`config.mk`:
```
export PLATFORM = sky130hd
export DESIGN_NAME = tlb_lookup_clock_replace
export DESIGN_NICKNAME = d
export VERILOG_FILES = /design/src/hw/rtl/tlb_lcr_pkg.sv /design/src/hw/rtl/tlb_lcr_cell.sv /design/src/hw/rtl/tlb_lookup_clock_replace.sv
export VERILOG_INCLUDE_DIRS = /design/src /design/src/hw/rtl
export SDC_FILE = /design/constraint.sdc
export NUM_CORES = 2
export LEC_CHECK = 0
export ABC_AREA = 1
export BUFFER_PORTS_ARGS = -buffer_cell sky130_fd_sc_hd__clkbuf_2
export CAP_MARGIN = 40
export CORE_ASPECT_RATIO = 1.1
export CORE_MARGIN = 3
export CORE_UTILIZATION = 40
export CTS_CLUSTER_DIAMETER = 50
export DETAILED_ROUTE_END_ITERATION = 8
export PLACE_DENSITY = 0.53
export SYNTH_ARGS = -nofsm -noshare
export SYNTH_HDL_FRONTEND = slang
export SYNTH_SLANG_ARGS = --single-unit
export TNS_END_PERCENT = 100
```
`constraint.sdc`:
```
create_clock -name clk -period 12.27 [get_ports clk]
set_input_delay 1.227 -clock clk [delete_from_list [all_inputs] [get_ports clk]]
set_output_delay 1.227 -clock clk [all_outputs]
set_load 0.02 [all_outputs]
```
`src/hw/rtl/tlb_lookup_clock_replace_defines.svh`:
```
// assertion macros for the tlb lookup block
// no dependencies; included by the top level only
`ifndef TLB_LOOKUP_CLOCK_REPLACE_DEFINES_SVH
`define TLB_LOOKUP_CLOCK_REPLACE_DEFINES_SVH

// same-cycle implication, disabled during reset
`define TLB_ASSERT_NOW(label, clk, rst_n, ante, cons, msg) \
    label: assert property (@(posedge clk) disable iff (!rst_n) (ante) |-> (cons)) \
        else $error(msg);

// next-cycle implication, disabled during reset
`define TLB_ASSERT_NEXT(label, clk, rst_n, ante, cons, msg) \
    label: assert property (@(posedge clk) disable iff (!rst_n) (ante) |=> (cons)) \
        else $error(msg);

`endif

```
`src/hw/rtl/tlb_lcr_pkg.sv`:
```
// shared types and constants for the tlb lookup block
// used by tlb_lcr_cell and tlb_lookup_clock_replace
package tlb_lcr_pkg;

    localparam int PAGE_BITS      = 20;
    localparam int FRAME_BITS     = 20;
    localparam int SLOT_OUT_BITS  = 4;
    localparam int COUNT_BITS     = 32;
    localparam int CFG_BITS       = 5;
    localparam int TLB_DEPTH_DEF  = 16;
    localparam int TLB_DEPTH_MAX  = 64;
    localparam int SLOT_W         = $clog2(TLB_DEPTH_MAX);
    localparam int CNT_W          = $clog2(TLB_DEPTH_MAX + 1);
    localparam logic [CFG_BITS-1:0] ACTIVE_RESET = CFG_BITS'(16);

    typedef struct packed {
        logic [PAGE_BITS-1:0]  page_number;
        logic                  write_access;
        logic [FRAME_BITS-1:0] walk_frame;
    } req_t;

    typedef struct packed {
        logic [FRAME_BITS-1:0]    frame_number;
        logic                     hit;
        logic [SLOT_OUT_BITS-1:0] slot;
        logic [COUNT_BITS-1:0]    hit_count;
    } rsp_t;

    // request token and search results passed from cell to cell
    typedef struct packed {
        logic                  tok;
        logic [PAGE_BITS-1:0]  page;
        logic                  wr;
        logic [FRAME_BITS-1:0] walk;
        logic                  found;
        logic [SLOT_W-1:0]     hit_slot;
        logic [FRAME_BITS-1:0] hit_frame;
        logic                  have_inv;
        logic [SLOT_W-1:0]     inv_slot;
        logic                  have_unused;
        logic [SLOT_W-1:0]     unused_slot;
    } carry_t;

    // state update broadcast to every cell at the end of a request
    typedef struct packed {
        logic                  en;
        logic                  hit;
        logic                  sweep;
        logic [SLOT_W-1:0]     slot;
        logic [CNT_W-1:0]      sweep_lim;
        logic [PAGE_BITS-1:0]  page;
        logic [FRAME_BITS-1:0] frame;
        logic                  wr;
    } upd_t;

endpackage

```
`src/hw/rtl/tlb_lcr_cell.sv`:
```
// one tlb entry plus its stage of the search chain
// depends on tlb_lcr_pkg
module tlb_lcr_cell #(
    parameter int IDX = 0
) (
    input  logic                      clk,
    input  logic                      rst_n,
    input  logic [tlb_lcr_pkg::CNT_W-1:0] n_active,
    input  tlb_lcr_pkg::carry_t       carry_in,
    output tlb_lcr_pkg::carry_t       carry_out,
    input  tlb_lcr_pkg::upd_t         upd
);

    logic [tlb_lcr_pkg::PAGE_BITS-1:0]  page_reg;
    logic [tlb_lcr_pkg::FRAME_BITS-1:0] frame_reg;
    logic                               valid_reg;
    logic                               used_reg;
    logic                               dirty_reg;
    tlb_lcr_pkg::carry_t                carry_reg;
    tlb_lcr_pkg::carry_t                carry_next;
    logic                               act;
    logic                               match;
    logic                               mine;

    assign act   = tlb_lcr_pkg::CNT_W'(IDX) < n_active;
    assign match = act && valid_reg && (page_reg == carry_in.page);
    assign mine  = upd.slot == tlb_lcr_pkg::SLOT_W'(IDX);

    always_comb
    begin
        carry_next = carry_in;
        if (!carry_in.found && match)
        begin
            carry_next.found     = 1'b1;
            carry_next.hit_slot  = tlb_lcr_pkg::SLOT_W'(IDX);
            carry_next.hit_frame = frame_reg;
        end
        if (!carry_in.have_inv && act && !valid_reg)
        begin
            carry_next.have_inv = 1'b1;
            carry_next.inv_slot = tlb_lcr_pkg::SLOT_W'(IDX);
        end
        if (!carry_in.have_unused && act && !used_reg)
        begin
            carry_next.have_unused = 1'b1;
            carry_next.unused_slot = tlb_lcr_pkg::SLOT_W'(IDX);
        end
    end

    always_ff @(posedge clk or negedge rst_n)
    begin
        if (!rst_n)
        begin
            carry_reg <= '0;
            valid_reg <= 1'b0;
            used_reg  <= 1'b0;
            dirty_reg <= 1'b0;
        end
        else
        begin
            carry_reg <= carry_next;
            if (upd.en)
            begin
                if (upd.hit)
                begin
                    if (mine)
                    begin
                        used_reg  <= 1'b1;
                        dirty_reg <= dirty_reg | upd.wr;
                    end
                end
                else if (mine)
                begin
                    valid_reg <= 1'b1;
                    used_reg  <= 1'b1;
                    dirty_reg <= upd.wr;
                end
                else if (upd.sweep && (tlb_lcr_pkg::CNT_W'(IDX) < upd.sweep_lim))
                begin
                    // clock hand passed this entry
                    used_reg <= 1'b0;
                end
            end
        end
    end

    // entry payload, written on fill only
    always_ff @(posedge clk)
    begin
        if (upd.en && !upd.hit && mine)
        begin
            page_reg  <= upd.page;
            frame_reg <= upd.frame;
        end
    end

    assign carry_out = carry_reg;

endmodule

```
`src/hw/rtl/tlb_lookup_clock_replace.sv`:
```
// a request walks the row of entry cells one cell per cycle, registered in each,
// before the state update and the registered result strobe; busy holds until it
//   leaves the last cell, so a new request is taken only once the previous one is done
// reset: all entries invalid, used and dirty clear, hit total zero, active 16
// the receiver cannot stall: each result is shown for one cycle on done
module tlb_lookup_clock_replace #(
    parameter int TLB_DEPTH = tlb_lcr_pkg::TLB_DEPTH_DEF
) (
    input  logic                             clk,
    input  logic                             rst_n,
    input  logic                             start,
    output logic                             busy,
    input  tlb_lcr_pkg::req_t                req,
    output logic                             done,
    output tlb_lcr_pkg::rsp_t                rsp,
    input  logic                             cfg_we,
    input  logic [tlb_lcr_pkg::CFG_BITS-1:0] cfg_data
);

    // active entry count register
    logic [tlb_lcr_pkg::CFG_BITS-1:0] active_reg;
    logic [tlb_lcr_pkg::CNT_W-1:0]    active_ext;
    logic [tlb_lcr_pkg::CNT_W-1:0]    n_active;

    // request control and result registers
    logic                               busy_reg;
    logic                               done_reg;
    tlb_lcr_pkg::rsp_t                  rsp_reg;
    logic [tlb_lcr_pkg::COUNT_BITS-1:0] hit_total_reg;
    logic [tlb_lcr_pkg::COUNT_BITS-1:0] hit_total_next;
    logic                               accept;

    // search chain
    tlb_lcr_pkg::carry_t head;
    tlb_lcr_pkg::carry_t chain [TLB_DEPTH+1];
    logic [TLB_DEPTH-1:0] tok_vec;
    tlb_lcr_pkg::carry_t last;
    tlb_lcr_pkg::upd_t   upd;
    logic [tlb_lcr_pkg::SLOT_W-1:0] slot_sel;

    assign accept = start && !busy_reg;

    // clamp the active count to 1..TLB_DEPTH
    assign active_ext = tlb_lcr_pkg::CNT_W'(active_reg);
    always_comb
    begin
        if (active_ext == '0)
            n_active = tlb_lcr_pkg::CNT_W'(1);
        else if (active_ext > tlb_lcr_pkg::CNT_W'(TLB_DEPTH))
            n_active = tlb_lcr_pkg::CNT_W'(TLB_DEPTH);
        else
            n_active = active_ext;
    end

    // the request enters the chain at cell 0 with nothing found yet
    always_comb
    begin
        head      = '0;
        head.tok  = accept;
        head.page = req.page_number;
        head.wr   = req.write_access;
        head.walk = req.walk_frame;
    end

    assign chain[0] = head;

    genvar gi;
    generate
        for (gi = 0; gi < TLB_DEPTH; gi++)
        begin : g_cell
            tlb_lcr_cell #(
                .IDX (gi)
            ) u_cell (
                .clk       (clk),
                .rst_n     (rst_n),
                .n_active  (n_active),
                .carry_in  (chain[gi]),
                .carry_out (chain[gi+1]),
                .upd       (upd)
            );
            assign tok_vec[gi] = chain[gi+1].tok;
        end
    endgenerate

    assign last = chain[TLB_DEPTH];

    // replacement choice once the token leaves the last cell:
    // hit slot, else first invalid entry, else first unused entry, else entry 0
    always_comb
    begin
        if (last.found)
            slot_sel = last.hit_slot;
        else if (last.have_inv)
            slot_sel = last.inv_slot;
        else if (last.have_unused)
            slot_sel = last.unused_slot;
        else
            slot_sel = '0;
    end

    always_comb
    begin
        upd       = '0;
        upd.en    = last.tok;
        upd.hit   = last.found;
        upd.slot  = slot_sel;
        upd.page  = last.page;
        upd.frame = last.walk;
        upd.wr    = last.wr;
        // sweep only when every active entry is valid; the hand stops at the
        // first unused entry, or clears the whole active range
        upd.sweep = !last.found && !last.have_inv;
        if (last.have_unused)
            upd.sweep_lim = tlb_lcr_pkg::CNT_W'(last.unused_slot);
        else
            upd.sweep_lim = n_active;
    end

    assign hit_total_next = hit_total_reg + tlb_lcr_pkg::COUNT_BITS'(last.found);

    always_ff @(posedge clk or negedge rst_n)
    begin
        if (!rst_n)
        begin
            active_reg    <= tlb_lcr_pkg::ACTIVE_RESET;
            busy_reg      <= 1'b0;
            done_reg      <= 1'b0;
            hit_total_reg <= '0;
        end
        else
        begin
            if (cfg_we)
                active_reg <= cfg_data;
            done_reg <= last.tok;
            if (accept)
                busy_reg <= 1'b1;
            else if (last.tok)
                busy_reg <= 1'b0;
            if (last.tok)
                hit_total_reg <= hit_total_next;
        end
    end

    // result payload
    always_ff @(posedge clk)
    begin
        if (last.tok)
        begin
            rsp_reg.frame_number <= last.found ? last.hit_frame : last.walk;
            rsp_reg.hit          <= last.found;
            rsp_reg.slot         <= tlb_lcr_pkg::SLOT_OUT_BITS'(slot_sel);
            rsp_reg.hit_count    <= hit_total_next;
        end
    end

    assign busy = busy_reg;
    assign done = done_reg;
    assign rsp  = rsp_reg;

    `include "tlb_lookup_clock_replace_defines.svh"

    // one request in flight at most
    `TLB_ASSERT_NOW(a_one_token, clk, rst_n, 1'b1, $onehot0(tok_vec), "two requests in chain")
    // a request in the chain always holds busy
    `TLB_ASSERT_NOW(a_tok_busy, clk, rst_n, (tok_vec != '0), busy_reg, "request while idle")
    // result comes with busy released
    `TLB_ASSERT_NOW(a_done_idle, clk, rst_n, done_reg, !busy_reg, "result while still busy")
    // reported hit count matches the running total
    `TLB_ASSERT_NOW(a_count, clk, rst_n, done_reg, rsp_reg.hit_count == hit_total_reg, "hit count")
    // accept starts the walk through the chain
    `TLB_ASSERT_NEXT(a_accept, clk, rst_n, accept, busy_reg && chain[1].tok, "request lost")

endmodule

```
==> flow_metrics.tcl <==
set metrics [dict create \
    pin_count 109 \
    yosys_warnings 0 \
    post-synth-top-area-cell "dfrtp_1" \
    largest_register_ffs 1171 \
    synthFlopType "dfrtp_1" \
    grt_use_total_pct 15.3 \
    drtAntennaViolNets 0 \
    numClockSinks 1939 \
    tightestPinTransition_ns 1.19 \
    fin_hold_ws_ns 0.331 \
    fmax_ghz 0.289 \
    vias_per_cell 4.45 \
    period_share_pct 28.2 \
    r2r-end "g_cell[2].u_cell.frame_reg[15]" \
    dpl_cell_area_um2 70800 \
    p_switching_w 0.00274 \
    min_period_ns 3.45 \
    power_density_nw_per_um2 168 \
    grt_pass1_vias 36429 \
    area_growth_pct 16.1 \
    yosysTopAreaCellShare_pct 46.5 \
    cp_num_buf_inv 3 \
    netlist_area_um2 66700 \
    finalHoldViolations 0 \
    drt_iter0_markers 1814 \
    core_um2 165000 \
    final_cell_mix "1521 x nand2_1, 1240 x dfrtp_1, 697 x edfxtp_1" \
    path_cells "inv_2, nand3_1, nand2_2, inv_1, nor2_1, nand2_1, nor2_4, buf_12" \
    vdd_drop_max_v 0.000160 \
    port_buffers 107 \
    hold_path_end "g_cell[2].u_cell.carry_out[42]" \
    clk_pin_slew_ns 0.06 \
    run_status "completed" \
    cp.arrival_ns 3.96 \
    dp_hpwl_mm 89.5 \
    antenna_cells 0 \
    power_frac_seq_pct 53.0 \
    die_w_um 395 \
    cts-resized-gates 0 \
    comb_power_share_pct 1.9 \
    startpoint_type "flop" \
    final_cell_area_um2 77500 \
    nNetsFinal 5617 \
    hold_path_startpoint "g_cell[1].u_cell.carry_out[42]" \
    overflow 0 \
    cp_max_fo 31 \
    ys_seq_area_share_pct 77.9 \
    slew_violations 0 \
    cpLargestDelayFamily "simple AND/OR/NAND/NOR gates" \
    first_pass_iters 5 \
    max_stage_delay_ns 0.63 \
    final_common_cell "nand2_1" \
    fin_skew_ns 0.0700 \
    synth_seq_cells 1939 \
    avgSynthCellArea_um2 12.6 \
    dr_total_vias 35355 \
    avgRoutedWirePerCell_um 16.1 \
    cp_slowest_cell "inv_2" \
    r2r_cells 8 \
    synth-edff-count 697 \
    r2r_setup_slack_ns 8.82 \
    synthesis.instances 5299 \
    min-delay-path-class "flop to flop" \
    synth.area.top_cells "dfrtp_1 47%, edfxtp_1 31%, nand2_1 8.6%, inv_1 3.3%, nand4_1 2.0%" \
    post-cts-setup-buffers 0 \
    r2r-start "g_cell[15].u_cell.carry_out[40]" \
    cts_tree "done" \
    rows 156 \
    leakage_nw 35.5 \
    grt_max_degree 199 \
    rsz0062_at_grt "false" \
    tns_ns 0 \
    die_area_um2 172000 \
    grt_antenna_before_repair 1 \
    yosysUniqueCellTypes 49 \
    ctsRootBufferMaster "clkbuf_16" \
    async_flop_share_pct 64.1 \
    drc_errors 0 \
    worstSetupPathType "flop to flop" \
    routed_wl_mm 128 \
    worst_ep_required_time_ns 12.78 \
    drive_gt1_share_pct 9.97 \
    min_path_cells 0 \
    p_clk_share_pct 45.1 \
    critPathCaptureType "flop" \
    fin_util_pct 46.9 \
    setup_viol 0 \
    start_util_pct 40.4 \
    cts_buffers 196 \
    cts_max_path_buffers 3 \
    h-tree-depth 4 \
    sw_frac_of_total_pct 21.0 \
    holdBufCountCts 0 \
    die_y_um 434 \
    slew_headroom_pct 20.4 \
    gp_congestion 0.852 \
    drv_cap 0 \
    grt_pass1_wl_mm 205 \
    worstSkewPairLatency_ns 0.83 \
    intPower_w 0.0103 \
    synthesis.nets 5351 \
]
## cells in the mapped netlist, types with 9 or more instances
cell type / instances
edfxtp_1: 697
o22ai_1: 10
dfrtp_1: 1241
or2_2: 18
nand4_1: 211
clkbuf_1: 60
nor3_1: 26
o21ai_0: 119
xnor2_1: 56
o21ai_1: 9
a21oi_1: 16
inv_2: 11
buf_2: 46
nand3_1: 172
nor2_2: 14
nor2_1: 322
nand2_1: 1521
buf_4: 9
xor2_1: 78
inv_1: 593
## worst register-to-register path: stages (launching register included)
cell and delay [ns]:
dfrtp_1 0.60, inv_2 0.63, nand3_1 0.20, nand2_2 0.21, inv_1 0.12, nor2_1 0.31
nand2_1 0.36, nor2_4 0.43, buf_12 0.25
## metal layers
layer | vias to the layer above | GRT usage, % | share of wire [%]
li1 | 17513 | - | -
met1 | 16951 | 19.0 | 42
met2 | 625 | 26.4 | 50
met3 | 266 | 3.08 | 4.3
met4 | 0 | 5.92 | 3.3
met5 | - | 0 | 0
## power by group through the flow
| stage | registers, W | logic, W | clock network, W |
|---|---|---|---|
| 6_report | 0.00691 | 0.000249 | 0.00588 |
| 5_1_grt | 0.00693 | 0.000285 | 0.00634 |
| 4_1_cts | 0.00692 | 0.000257 | 0.00607 |
| 3_5_place_dp | 0.00704 | 0.000256 | 0 |
| 3_3_place_gp | 0.00706 | 0.000212 | 0 |
| 2_1_floorplan | 0.00700 | 0.0000795 | 0 |
## per-stage QoR
stage                     worst slack, ns  total power, W  std cells
after floorplan                      7.50         0.00708       5299
after global placement               8.25         0.00727       7529
after detailed placement             8.69         0.00730       7578
after CTS                            8.88          0.0132       7947
after global routing                 8.66          0.0135       7948
final                                8.82          0.0130       7948
## worst max-delay path by stage
stage / start / end / slack [ns] / cells past startpoint
CTS: g_cell[15].u_cell.carry_out[40] / g_cell[2].u_cell.frame_reg[14] / 8.88 / 8
detailed placement: rst_n / g_cell[6].u_cell.carry_out[50] / 8.69 / 4
global placement: active_reg[4] / g_cell[1].u_cell.carry_out[28] / 8.25 / 7
floorplan: g_cell[15].u_cell.carry_out[82] / g_cell[6].u_cell.frame_reg[0] / 7.50 / 6
finish: g_cell[15].u_cell.carry_out[40] / g_cell[2].u_cell.frame_reg[15] / 8.82 / 8
global route: g_cell[15].u_cell.carry_out[40] / g_cell[4].u_cell.frame_reg[17] / 8.66 / 6
## cell families (layout without fill, tap and decap cells)
| group | after synthesis | count (layout) | share of synthesized area (%) |
|---|---|---|---|
| compound gates | 173 | 173 | 1.43 |
| xor+xnor | 134 | 134 | 1.76 |
| fa+ha+maj | 2 | 2 | 0.0375 |
| buf+inv | 733 | 1170 | 4.31 |
| flops | 1939 | 1939 | 77.9 |
| simple gates | 2318 | 2318 | 14.5 |
## layout make-up
cell class | count | area [um^2]
multi-input combinational | 2627 | 11900
sequential | 1939 | 52000
fill | 14672 | 87700
inverter | 606 | 2280
timing repair buffer | 195 | 1880
clock inverter | 79 | 950
clock buffer | 290 | 5640
tap | 2212 | 2770
No activity file was read; power rests on OpenSTA's default activity.
